<file path="src/rtl/mats_pkg.sv">
// shared constants, types and helpers of the triangle search unit
package mats_pkg;

    localparam int MAX_POINTS = 32;
    localparam int COORD_BITS = 16;

    localparam int IN_W       = 16;
    localparam int OUT_W      = 16;
    localparam int AREA_W     = 34;
    localparam int IDX_W      = $clog2(MAX_POINTS);
    localparam int CNT_W      = $clog2(MAX_POINTS + 1);
    localparam int DIFF_W     = COORD_BITS + 1;
    localparam int PROD_W     = 2 * DIFF_W;
    localparam int CROSS_W    = PROD_W + 1;
    localparam int MAG_W      = (CROSS_W > AREA_W) ? CROSS_W : AREA_W;
    localparam int MIN_POINTS = 3;

    localparam int FIFO_DEPTH = 4;
    localparam int FIFO_AW    = $clog2(FIFO_DEPTH);
    localparam int FIFO_CW    = $clog2(FIFO_DEPTH + 1);

    localparam logic [AREA_W-1:0] AREA_MAX = '1;

    typedef struct packed {
        logic signed [COORD_BITS-1:0] x;
        logic signed [COORD_BITS-1:0] y;
    } t_point;

    // classified input beat as it crosses the queue
    typedef struct packed {
        t_point           pt;
        logic             store;
        logic             last;
        logic             dropped;
        logic [CNT_W-1:0] cnt;
    } t_item;

    typedef struct packed {
        logic [IDX_W-1:0] i;
        logic [IDX_W-1:0] j;
        logic [IDX_W-1:0] k;
    } t_tag;

    typedef struct packed {
        logic [OUT_W-1:0]  first_x;
        logic [OUT_W-1:0]  first_y;
        logic [OUT_W-1:0]  second_x;
        logic [OUT_W-1:0]  second_y;
        logic [OUT_W-1:0]  third_x;
        logic [OUT_W-1:0]  third_y;
        logic [AREA_W-1:0] double_area;
        logic              found;
        logic              overflow;
    } t_result;

    // low bits of the port value, read as a signed coordinate
    function automatic logic signed [COORD_BITS-1:0] from_in(input logic [IN_W-1:0] v);
        logic [31:0] w;
        w = 32'(v);
        return w[COORD_BITS-1:0];
    endfunction

    // sign extend (or trim) a coordinate to the result field width
    function automatic logic [OUT_W-1:0] to_out(input logic signed [COORD_BITS-1:0] v);
        logic signed [31:0] w;
        w = 32'(v);
        return w[OUT_W-1:0];
    endfunction

endpackage

</file>
<file path="src/rtl/max_area_triangle_search_unit.sv">
// top level of the largest-area triangle search unit
//
//  channel  handshake       payload
//  points   push / full     i_x_coord, i_y_coord, i_last_point
//  result   empty / pop     o_first_x .. o_third_y, o_double_area, o_found, o_overflow
//
// points load at one beat per cycle while full is low, into a 32-entry store through a
// 4-deep queue. after the last point of n stored (n of 3 or more), the scan fetches both
// anchors of each (i, j) pair in S_FETCH_I and S_FETCH_J, then sweeps k in S_SCAN; it then
// drains the pipeline, reads back the winner in S_RES_A .. S_RES_C and hands over in S_EMIT.
// while a scan runs the queue takes up to 4 further beats, then full rises.
// a result waiting unpopped stalls only the next hand-over; no clearing pass after reset.
module max_area_triangle_search_unit (
    input  logic                        i_clk,
    input  logic                        i_rst_n,
    input  logic                        push,
    output logic                        full,
    input  logic signed [15:0]          i_x_coord,
    input  logic signed [15:0]          i_y_coord,
    input  logic                        i_last_point,
    output logic                        empty,
    input  logic                        pop,
    output logic signed [15:0]          o_first_x,
    output logic signed [15:0]          o_first_y,
    output logic signed [15:0]          o_second_x,
    output logic signed [15:0]          o_second_y,
    output logic signed [15:0]          o_third_x,
    output logic signed [15:0]          o_third_y,
    output logic [mats_pkg::AREA_W-1:0] o_double_area,
    output logic                        o_found,
    output logic                        o_overflow
);
    import mats_pkg::*;

    t_item   front_item;
    t_item   q_item;
    logic    q_push;
    logic    q_full;
    logic    q_pop;
    logic    q_empty;
    t_result result;

    mats_front u_front (
        .i_clk        (i_clk),
        .i_rst_n      (i_rst_n),
        .i_push       (push),
        .i_x_coord    (i_x_coord),
        .i_y_coord    (i_y_coord),
        .i_last_point (i_last_point),
        .o_full       (full),
        .i_q_full     (q_full),
        .o_q_push     (q_push),
        .o_item       (front_item)
    );

    mats_fifo u_fifo (
        .i_clk   (i_clk),
        .i_rst_n (i_rst_n),
        .i_push  (q_push),
        .i_item  (front_item),
        .o_full  (q_full),
        .i_pop   (q_pop),
        .o_item  (q_item),
        .o_empty (q_empty)
    );

    mats_scan u_scan (
        .i_clk        (i_clk),
        .i_rst_n      (i_rst_n),
        .i_item       (q_item),
        .i_item_empty (q_empty),
        .o_item_pop   (q_pop),
        .o_result     (result),
        .o_empty      (empty),
        .i_pop        (pop)
    );

    assign o_first_x     = result.first_x;
    assign o_first_y     = result.first_y;
    assign o_second_x    = result.second_x;
    assign o_second_y    = result.second_y;
    assign o_third_x     = result.third_x;
    assign o_third_y     = result.third_y;
    assign o_double_area = result.double_area;
    assign o_found       = result.found;
    assign o_overflow    = result.overflow;

endmodule

</file>
<file path="src/rtl/mats_fifo.sv">
// short queue of classified points between the front and the search engine
module mats_fifo (
    input  logic            i_clk,
    input  logic            i_rst_n,
    input  logic            i_push,
    input  mats_pkg::t_item i_item,
    output logic            o_full,
    input  logic            i_pop,
    output mats_pkg::t_item o_item,
    output logic            o_empty
);
    import mats_pkg::*;

    t_item              r_mem [FIFO_DEPTH];
    logic [FIFO_AW-1:0] r_wr_ptr, n_wr_ptr;
    logic [FIFO_AW-1:0] r_rd_ptr, n_rd_ptr;
    logic [FIFO_CW-1:0] r_count, n_count;
    logic               wr_en;
    logic               rd_en;

    assign o_full  = (r_count == FIFO_CW'(FIFO_DEPTH));
    assign o_empty = (r_count == '0);
    assign o_item  = r_mem[r_rd_ptr];
    assign wr_en   = i_push && !o_full;
    assign rd_en   = i_pop && !o_empty;

    always_comb begin
        n_wr_ptr = r_wr_ptr;
        n_rd_ptr = r_rd_ptr;
        n_count  = r_count;
        if (wr_en) begin
            n_wr_ptr = (r_wr_ptr == FIFO_AW'(FIFO_DEPTH - 1)) ? '0 : r_wr_ptr + FIFO_AW'(1);
        end
        if (rd_en) begin
            n_rd_ptr = (r_rd_ptr == FIFO_AW'(FIFO_DEPTH - 1)) ? '0 : r_rd_ptr + FIFO_AW'(1);
        end
        if (wr_en && !rd_en) begin
            n_count = r_count + FIFO_CW'(1);
        end else if (rd_en && !wr_en) begin
            n_count = r_count - FIFO_CW'(1);
        end
    end

    always_ff @(posedge i_clk) begin
        if (!i_rst_n) begin
            r_wr_ptr <= '0;
            r_rd_ptr <= '0;
            r_count  <= '0;
        end else begin
            r_wr_ptr <= n_wr_ptr;
            r_rd_ptr <= n_rd_ptr;
            r_count  <= n_count;
        end
    end

    always_ff @(posedge i_clk) begin
        if (wr_en) begin
            r_mem[r_wr_ptr] <= i_item;
        end
    end

endmodule

</file>
<file path="src/rtl/mats_front.sv">
// input side: takes point beats, counts the set and marks dropped points
module mats_front (
    input  logic                      i_clk,
    input  logic                      i_rst_n,
    input  logic                      i_push,
    input  logic [mats_pkg::IN_W-1:0] i_x_coord,
    input  logic [mats_pkg::IN_W-1:0] i_y_coord,
    input  logic                      i_last_point,
    output logic                      o_full,
    input  logic                      i_q_full,
    output logic                      o_q_push,
    output mats_pkg::t_item           o_item
);
    import mats_pkg::*;

    logic [CNT_W-1:0] r_cnt, n_cnt;
    logic             r_dropped, n_dropped;
    logic             store;

    assign store    = (r_cnt < CNT_W'(MAX_POINTS));
    assign o_full   = i_q_full;
    assign o_q_push = i_push && !i_q_full;

    always_comb begin
        o_item.pt.x    = from_in(i_x_coord);
        o_item.pt.y    = from_in(i_y_coord);
        o_item.store   = store;
        o_item.last    = i_last_point;
        o_item.dropped = r_dropped || !store;
        o_item.cnt     = store ? r_cnt + CNT_W'(1) : r_cnt;
    end

    always_comb begin
        n_cnt     = r_cnt;
        n_dropped = r_dropped;
        if (o_q_push) begin
            if (i_last_point) begin
                n_cnt     = '0;
                n_dropped = 1'b0;
            end else begin
                n_cnt     = o_item.cnt;
                n_dropped = o_item.dropped;
            end
        end
    end

    always_ff @(posedge i_clk) begin
        if (!i_rst_n) begin
            r_cnt     <= '0;
            r_dropped <= 1'b0;
        end else begin
            r_cnt     <= n_cnt;
            r_dropped <= n_dropped;
        end
    end

endmodule

</file>
<file path="src/rtl/mats_scan.sv">
// search engine: point store, triple scan pipeline, best tracking and result register
module mats_scan (
    input  logic              i_clk,
    input  logic              i_rst_n,
    input  mats_pkg::t_item   i_item,
    input  logic              i_item_empty,
    output logic              o_item_pop,
    output mats_pkg::t_result o_result,
    output logic              o_empty,
    input  logic              i_pop
);
    import mats_pkg::*;

    typedef enum logic [3:0] {
        S_LOAD,
        S_FETCH_I,
        S_FETCH_J,
        S_SCAN,
        S_DRAIN,
        S_RES_A,
        S_RES_B,
        S_RES_C,
        S_EMIT
    } t_state;

    t_state            r_state, n_state;
    logic [IDX_W-1:0]  r_i, n_i;
    logic [IDX_W-1:0]  r_j, n_j;
    logic [IDX_W-1:0]  r_k, n_k;
    logic [CNT_W-1:0]  r_n, n_n;
    logic              r_dropped, n_dropped;
    logic [AREA_W-1:0] r_best, n_best;
    t_tag              r_best_tag, n_best_tag;
    t_result           r_res, n_res;
    t_result           r_out, n_out;
    logic              r_out_v, n_out_v;

    // point store and its two registered read ports
    t_point            r_mem [MAX_POINTS];
    t_point            r_rd_a;
    t_point            r_rd_b;
    logic [IDX_W-1:0]  addr_a;
    logic [IDX_W-1:0]  addr_b;
    logic [CNT_W-1:0]  wr_cnt;
    logic              wr_en;

    // scan pipeline
    t_point                    r_pi;
    logic                      r_rd_v;
    t_tag                      r_rd_tag;
    logic                      r_s1_v;
    t_tag                      r_s1_tag;
    logic signed [DIFF_W-1:0]  r_s1_d1x, r_s1_d1y, r_s1_d2x, r_s1_d2y;
    logic                      r_s2_v;
    t_tag                      r_s2_tag;
    logic signed [PROD_W-1:0]  r_s2_p1, r_s2_p2;
    logic                      r_s3_v;
    t_tag                      r_s3_tag;
    logic [AREA_W-1:0]         r_s3_area;
    logic signed [CROSS_W-1:0] cross_val;
    logic [CROSS_W-1:0]        mag;
    logic [MAG_W-1:0]          mag_w;
    logic [AREA_W-1:0]         area;
    logic                      pipe_busy;
    logic                      found;

    assign o_item_pop = (r_state == S_LOAD) && !i_item_empty;
    assign wr_en      = o_item_pop && i_item.store;
    assign wr_cnt     = i_item.cnt - CNT_W'(1);
    assign pipe_busy  = r_rd_v || r_s1_v || r_s2_v || r_s3_v;
    assign found      = (r_best != '0);
    assign o_result   = r_out;
    assign o_empty    = !r_out_v;

    always_comb begin
        addr_a = r_k;
        addr_b = r_j;
        case (r_state)
            S_FETCH_I: begin
                addr_b = r_i;
            end
            S_RES_A: begin
                addr_a = r_best_tag.i;
                addr_b = r_best_tag.j;
            end
            S_RES_B: begin
                addr_a = r_best_tag.k;
            end
            default: begin
                addr_a = r_k;
                addr_b = r_j;
            end
        endcase
    end

    always_ff @(posedge i_clk) begin
        if (wr_en) begin
            r_mem[wr_cnt[IDX_W-1:0]] <= i_item.pt;
        end
        r_rd_a <= r_mem[addr_a];
        r_rd_b <= r_mem[addr_b];
    end

    // saturating magnitude of the cross product
    always_comb begin
        cross_val = CROSS_W'(r_s2_p1) - CROSS_W'(r_s2_p2);
        mag       = cross_val[CROSS_W-1] ? CROSS_W'(-cross_val) : CROSS_W'(cross_val);
        mag_w     = MAG_W'(mag);
        area      = (mag_w > MAG_W'(AREA_MAX)) ? AREA_MAX : mag_w[AREA_W-1:0];
    end

    always_ff @(posedge i_clk) begin
        if (!i_rst_n) begin
            r_rd_v <= 1'b0;
            r_s1_v <= 1'b0;
            r_s2_v <= 1'b0;
            r_s3_v <= 1'b0;
        end else begin
            r_rd_v <= (r_state == S_SCAN);
            r_s1_v <= r_rd_v;
            r_s2_v <= r_s1_v;
            r_s3_v <= r_s2_v;
        end
    end

    // read port b holds point j through the whole k sweep
    always_ff @(posedge i_clk) begin
        if (r_state == S_FETCH_J) begin
            r_pi <= r_rd_b;
        end
        r_rd_tag  <= '{i: r_i, j: r_j, k: r_k};
        r_s1_tag  <= r_rd_tag;
        r_s1_d1x  <= DIFF_W'(r_rd_b.x) - DIFF_W'(r_pi.x);
        r_s1_d1y  <= DIFF_W'(r_rd_b.y) - DIFF_W'(r_pi.y);
        r_s1_d2x  <= DIFF_W'(r_rd_a.x) - DIFF_W'(r_pi.x);
        r_s1_d2y  <= DIFF_W'(r_rd_a.y) - DIFF_W'(r_pi.y);
        r_s2_tag  <= r_s1_tag;
        r_s2_p1   <= r_s1_d1x * r_s1_d2y;
        r_s2_p2   <= r_s1_d2x * r_s1_d1y;
        r_s3_tag  <= r_s2_tag;
        r_s3_area <= area;
    end

    always_comb begin
        n_state    = r_state;
        n_i        = r_i;
        n_j        = r_j;
        n_k        = r_k;
        n_n        = r_n;
        n_dropped  = r_dropped;
        n_best     = r_best;
        n_best_tag = r_best_tag;
        n_res      = r_res;
        n_out      = r_out;
        n_out_v    = r_out_v;

        // strictly greater keeps the earliest triple on a tie
        if (r_s3_v && (r_s3_area > r_best)) begin
            n_best     = r_s3_area;
            n_best_tag = r_s3_tag;
        end

        if (i_pop && r_out_v) begin
            n_out_v = 1'b0;
        end

        case (r_state)
            S_LOAD: begin
                if (o_item_pop && i_item.last) begin
                    n_n        = i_item.cnt;
                    n_dropped  = i_item.dropped;
                    n_best     = '0;
                    n_best_tag = '0;
                    n_i        = '0;
                    n_j        = IDX_W'(1);
                    n_state    = (i_item.cnt < CNT_W'(MIN_POINTS)) ? S_RES_A : S_FETCH_I;
                end
            end
            S_FETCH_I: begin
                n_state = S_FETCH_J;
            end
            S_FETCH_J: begin
                n_k     = r_j + IDX_W'(1);
                n_state = S_SCAN;
            end
            S_SCAN: begin
                if (CNT_W'(r_k) == r_n - CNT_W'(1)) begin
                    if (CNT_W'(r_j) == r_n - CNT_W'(2)) begin
                        if (CNT_W'(r_i) == r_n - CNT_W'(3)) begin
                            n_state = S_DRAIN;
                        end else begin
                            n_i     = r_i + IDX_W'(1);
                            n_j     = r_i + IDX_W'(2);
                            n_state = S_FETCH_I;
                        end
                    end else begin
                        n_j     = r_j + IDX_W'(1);
                        n_state = S_FETCH_I;
                    end
                end else begin
                    n_k = r_k + IDX_W'(1);
                end
            end
            S_DRAIN: begin
                if (!pipe_busy) begin
                    n_state = S_RES_A;
                end
            end
            S_RES_A: begin
                n_state = S_RES_B;
            end
            S_RES_B: begin
                n_res.first_x  = found ? to_out(r_rd_a.x) : '0;
                n_res.first_y  = found ? to_out(r_rd_a.y) : '0;
                n_res.second_x = found ? to_out(r_rd_b.x) : '0;
                n_res.second_y = found ? to_out(r_rd_b.y) : '0;
                n_state        = S_RES_C;
            end
            S_RES_C: begin
                n_res.third_x     = found ? to_out(r_rd_a.x) : '0;
                n_res.third_y     = found ? to_out(r_rd_a.y) : '0;
                n_res.double_area = r_best;
                n_res.found       = found;
                n_res.overflow    = r_dropped;
                n_state           = S_EMIT;
            end
            S_EMIT: begin
                if (!r_out_v || i_pop) begin
                    n_out      = r_res;
                    n_out_v    = 1'b1;
                    n_best     = '0;
                    n_best_tag = '0;
                    n_dropped  = 1'b0;
                    n_n        = '0;
                    n_state    = S_LOAD;
                end
            end
            default: begin
                n_state = S_LOAD;
            end
        endcase
    end

    always_ff @(posedge i_clk) begin
        if (!i_rst_n) begin
            r_state    <= S_LOAD;
            r_i        <= '0;
            r_j        <= '0;
            r_k        <= '0;
            r_n        <= '0;
            r_dropped  <= 1'b0;
            r_best     <= '0;
            r_best_tag <= '0;
            r_out_v    <= 1'b0;
        end else begin
            r_state    <= n_state;
            r_i        <= n_i;
            r_j        <= n_j;
            r_k        <= n_k;
            r_n        <= n_n;
            r_dropped  <= n_dropped;
            r_best     <= n_best;
            r_best_tag <= n_best_tag;
            r_out_v    <= n_out_v;
        end
        r_res <= n_res;
        r_out <= n_out;
    end

endmodule

</file>
<file path="config.mk">
export PLATFORM = sky130hd
export DESIGN_NAME = max_area_triangle_search_unit
export DESIGN_NICKNAME = d
export VERILOG_FILES = /design/src/rtl/mats_pkg.sv /design/src/rtl/max_area_triangle_search_unit.sv /design/src/rtl/mats_fifo.sv /design/src/rtl/mats_front.sv /design/src/rtl/mats_scan.sv
export SDC_FILE = /design/constraint.sdc
export NUM_CORES = 2
export LEC_CHECK = 0
export BUFFER_PORTS_ARGS = -buffer_cell sky130_fd_sc_hd__buf_2
export CAP_MARGIN = 20
export CORE_MARGIN = 1
export CORE_UTILIZATION = 64
export DETAILED_ROUTE_END_ITERATION = 6
export HOLD_SLACK_MARGIN = 0.15
export PLACE_DENSITY = 0.78
export SETUP_SLACK_MARGIN = 0.5
export SKIP_CTS_REPAIR_TIMING = 1
export SLEW_MARGIN = 0
export SYNTH_ARGS = -nofsm -noshare
export SYNTH_HDL_FRONTEND = slang
export SYNTH_SLANG_ARGS = --single-unit
</file>
<file path="constraint.sdc">
create_clock -name i_clk -period 8 [get_ports i_clk]
set_input_delay 1.2 -clock i_clk [delete_from_list [all_inputs] [get_ports i_clk]]
set_output_delay 1.2 -clock i_clk [all_outputs]
set_load 0.01 [all_outputs]
</file>
==> impl_table.tex <==
\begin{tabular}{lr}
\hline
Metric & Value \\
\hline
\multicolumn{2}{l}{\textbf{Worst setup path}} \\
Register-to-register path setup slack & $\sim$1.1 ns \\
Cells traversed along the worst timing path & nand2\_1 > fa\_1 > fa\_1 > fa\_1 > fa\_1 > inv\_1 > fa\_1 > inv\_1 > fa\_1 > inv\_1 > ha\_1 > o21a\_1 > o211ai\_1 > o21ai\_0 > a211oi\_1 > o21ai\_0 > o21ai\_0 > o31ai\_1 > o21a\_1 > nor2\_1 > a221oi\_1 \\
Slowest stage delay, CP & about 0.76 ns \\
CP Buf/Inv Count & 3 \\
Kind of end point of the critical path & flip-flop \\
Arr. time, crit path & $\sim$7.6 ns \\
Start-to-end type of the worst setup path & reg -> reg \\
Max FO, Critical Path & 17 \\
Critical Path RT & approximately 8.7 ns \\
CP top delay family & adder cells \\
CP most frequent cell & fa\_1 \\
Worst Setup Start Kind & flip-flop \\
Worst path slowest cell & dfxtp\_1 \\
\multicolumn{2}{l}{\textbf{Yosys}} \\
Post-synth top area share & 43.1\% \\
Top area cells in the synthesized netlist & edfxtp\_1 (43\%), fa\_1 (12\%), dfxtp\_1 (7.6\%) \\
Area leader, netlist & edfxtp\_1 \\
Net Count, Synth & a little under 9000 \\
FF+latch count, synth & around 1900 \\
Avg Cell Area, Syn & 13.0 um2 \\
Part of the Yosys area used for sequential elements & 50.7\% \\
Ys Warns & 0 \\
Summed instance area of the synthesized netlist & between 100000 and 150000 um2 \\
Distinct cell type count after synthesis & 89 \\
Cell count after synthesis & about 8000 \\
Dominant register cell in the synthesized netlist & edfxtp\_1 \\
Number of enable-type register cells in the synthesized netlist & about 1500 \\
Share of flip-flops with an asynchronous set or reset after synthesis & 0\% \\
\multicolumn{2}{l}{\textbf{Timing}} \\
Final sum of negative setup slack & 0 ns \\
Final Hold Fails & 0 \\
Period minus WS final & between 6 and 7 ns \\
Final setup vio count & 0 \\
Number of max-slew violations in the final report & 0 \\
Slew Limit Headroom & between 20\% and 30\% \\
Setup Skew & just under 0.08 ns \\
Highest achievable clock rate & $\sim$140 MHz \\
Final worst path period share & between 80\% and 90\% \\
RSZ-0062 raised after global routing & false \\
Least-Margin Pin Slew & about 1.2 ns \\
\multicolumn{2}{l}{\textbf{Clocking}} \\
Register clock-pin slew on the reported worst setup and hold paths & 0.07 ns \\
Root buffer cell & clkbuf\_16 \\
Num Clock Sinks & 1874 \\
Maximum count of clock buffers along a single path & 3 \\
Clk\_lat worst skew & approximately 0.85 ns \\
CTS tree & done \\
Number of buffers created by CTS & about 180 \\
H-tree depth & 4 \\
\multicolumn{2}{l}{\textbf{Die}} \\
Die width & roughly 400 um \\
Die Footprint & around 160000 um2 \\
Initial cell density of the core & $\sim$64\% \\
Total number of placement rows & roughly 150 \\
Area of the core region & about 160000 um2 \\
Overall die height & 404 um \\
Number of ports placed on the die boundary & 171 \\
\multicolumn{2}{l}{\textbf{Cells and area}} \\
Most common cell after layout, fill and taps aside & edfxtp\_1 \\
Final-stage net count & approximately 9000 \\
Commonest cells after routing, fill and taps aside & edfxtp\_1 (1484), inv\_1 (835), fa\_1 (598) \\
Layout overhead on the synthesized area & 9.06\% \\
Final standard cell utilization of the core & 70.3\% \\
Layout cell share with drive strength beyond 1 & $\sim$15\% \\
Non-filler cells, final & approximately 10000 \\
\multicolumn{2}{l}{\textbf{Hold path}} \\
Kind of path behind the tightest hold check & reg -> reg \\
\multicolumn{2}{l}{\textbf{Job}} \\
Count of maximum capacitance violations & 0 \\
\multicolumn{2}{l}{\textbf{Global routing}} \\
Remaining Overflow, GRT & 0 \\
First-pass GRT wire length & roughly 390000 um \\
Largest net degree at the start of global routing & between 150 and 200 \\
GR Util All Layers & about 32\% \\
Initial antenna violation count & 19 \\
Vias in the first global route & roughly 66000 \\
\multicolumn{2}{l}{\textbf{Route}} \\
Mean number of vias per cell & between 6 and 7 \\
Drt wl/cell & approximately 25 um \\
Via Count & about 65000 \\
Post-detailed-route count of antenna-violating nets & 0 \\
DR iter-0 viols & roughly 6700 \\
\# DRC & 0 \\
Detailed-router iteration count before antenna repair & 6 \\
Final Routed Wirelength & between 200000 and 300000 um \\
\multicolumn{2}{l}{\textbf{Placement}} \\
HPWL Detailed & approximately 170000 um \\
Gpl congestion & 0.930 \\
\# placed instances & between 9000 and 10000 \\
IO Port Bufs & 170 \\
\multicolumn{2}{l}{\textbf{Status}} \\
Status & completed \\
\hline
\end{tabular}
synthesized netlist by cell type, types with 9 or more instances:
| cell type | n |
|---|---|
| a21boi_0 | 14 |
| a21o_1 | 49 |
| a21oi_1 | 317 |
| a22oi_1 | 9 |
| a31oi_1 | 22 |
| and2_1 | 299 |
| and3_1 | 14 |
| buf_1 | 34 |
| buf_2 | 31 |
| clkbuf_1 | 331 |
| dfxtp_1 | 390 |
| edfxtp_1 | 1484 |
| fa_1 | 598 |
| ha_1 | 319 |
| inv_1 | 835 |
| mux2_2 | 324 |
| mux2i_1 | 330 |
| mux4_2 | 297 |
| nand2_1 | 597 |
| nand2b_1 | 35 |
| nand3_1 | 93 |
| nand4_1 | 17 |
| nor2_1 | 384 |
| nor2b_1 | 89 |
| nor3_1 | 40 |
| nor3b_1 | 11 |
| nor4_1 | 15 |
| o211ai_1 | 268 |
| o21a_1 | 25 |
| o21ai_0 | 300 |
| o21ai_1 | 9 |
| o21bai_1 | 9 |
| o31ai_1 | 43 |
| or3_1 | 17 |
| xnor2_1 | 126 |
| xor2_1 | 60 |
through the flow:
| step | hold WS (ns) | area (um2) | setup slack (ns) |
|---|---|---|---|
| after floorplan | 0.310 | 103000 | 1.84 |
| after global placement | 0.310 | 107000 | 1.31 |
| after detailed placement | 0.312 | 107000 | 1.22 |
| after CTS | 0.311 | 113000 | 1.22 |
| after global routing | 0.317 | 113000 | 0.764 |
| final | 0.316 | 113000 | 1.08 |
sequential cells by signal, summed over array words and instances, names as in the netlist, 32 cells and up, named ones only:
name,flops
u_fifo.r_mem,164
u_scan.o_result,132
u_scan.r_best,34
u_scan.r_mem,1024
u_scan.r_pi,32
u_scan.r_rd_a,32
u_scan.r_rd_b,32
u_scan.r_res,132
u_scan.r_s2_p1,34
u_scan.r_s2_p2,34
u_scan.r_s3_area,34
path summary, 6_finish.rpt:
| check | end | cells past startpoint | start |
|---|---|---|---|
| worst max register to register | u_scan.r_s2_p1[33]$_DFF_P_ | 21 | u_scan.r_s1_d2y[2]$_DFF_P_ |
| worst min register to register | u_scan.r_s3_tag[3]$_DFF_P_ | 0 | u_scan.r_s2_tag[3]$_DFF_P_ |
| worst min-delay path | u_scan.r_s3_tag[3]$_DFF_P_ | 0 | u_scan.r_s2_tag[3]$_DFF_P_ |
| worst max-delay path | u_scan.r_s2_p1[33]$_DFF_P_ | 21 | u_scan.r_s1_d2y[2]$_DFF_P_ |
kinds of logic after synthesis:
family | Yosys count | synth area share, %
AO/OA/AOI/OAI | 1153 | 6.98
XOR/XNOR | 186 | 1.58
adder cells (fa/ha/maj) | 917 | 15.4
buffers and inverters | 1239 | 4.58
flip-flops | 1874 | 50.7
multiplexers | 951 | 13.2
AND/OR/NAND/NOR | 1646 | 7.55
layer usage:
layer | share of wire [%] | GRT usage (%) | vias up
li1 | - | - | 28400
met1 | 37 | 41.4 | 32900
met2 | 49 | 53.0 | 3178
met3 | 8.3 | 5.04 | 728
met4 | 6.1 | 17.9 | 10
met5 | 0.025 | 0 | -
final cells by class:
cell class | instances | area (um2)
sequential | 1874 | 52400
fill | 10700 | 47700
multi-input combinational | 4853 | 46700
clock buffer | 240 | 5020
inverter | 836 | 3140
tap | 2160 | 2700
timing repair buffer | 262 | 1760
clock inverter | 104 | 1020
antenna | 2 | 5.00
Power is left out: the tool's default activity adds up to more than one toggle a clock period on the data nets, which glitch-free logic cannot reach.
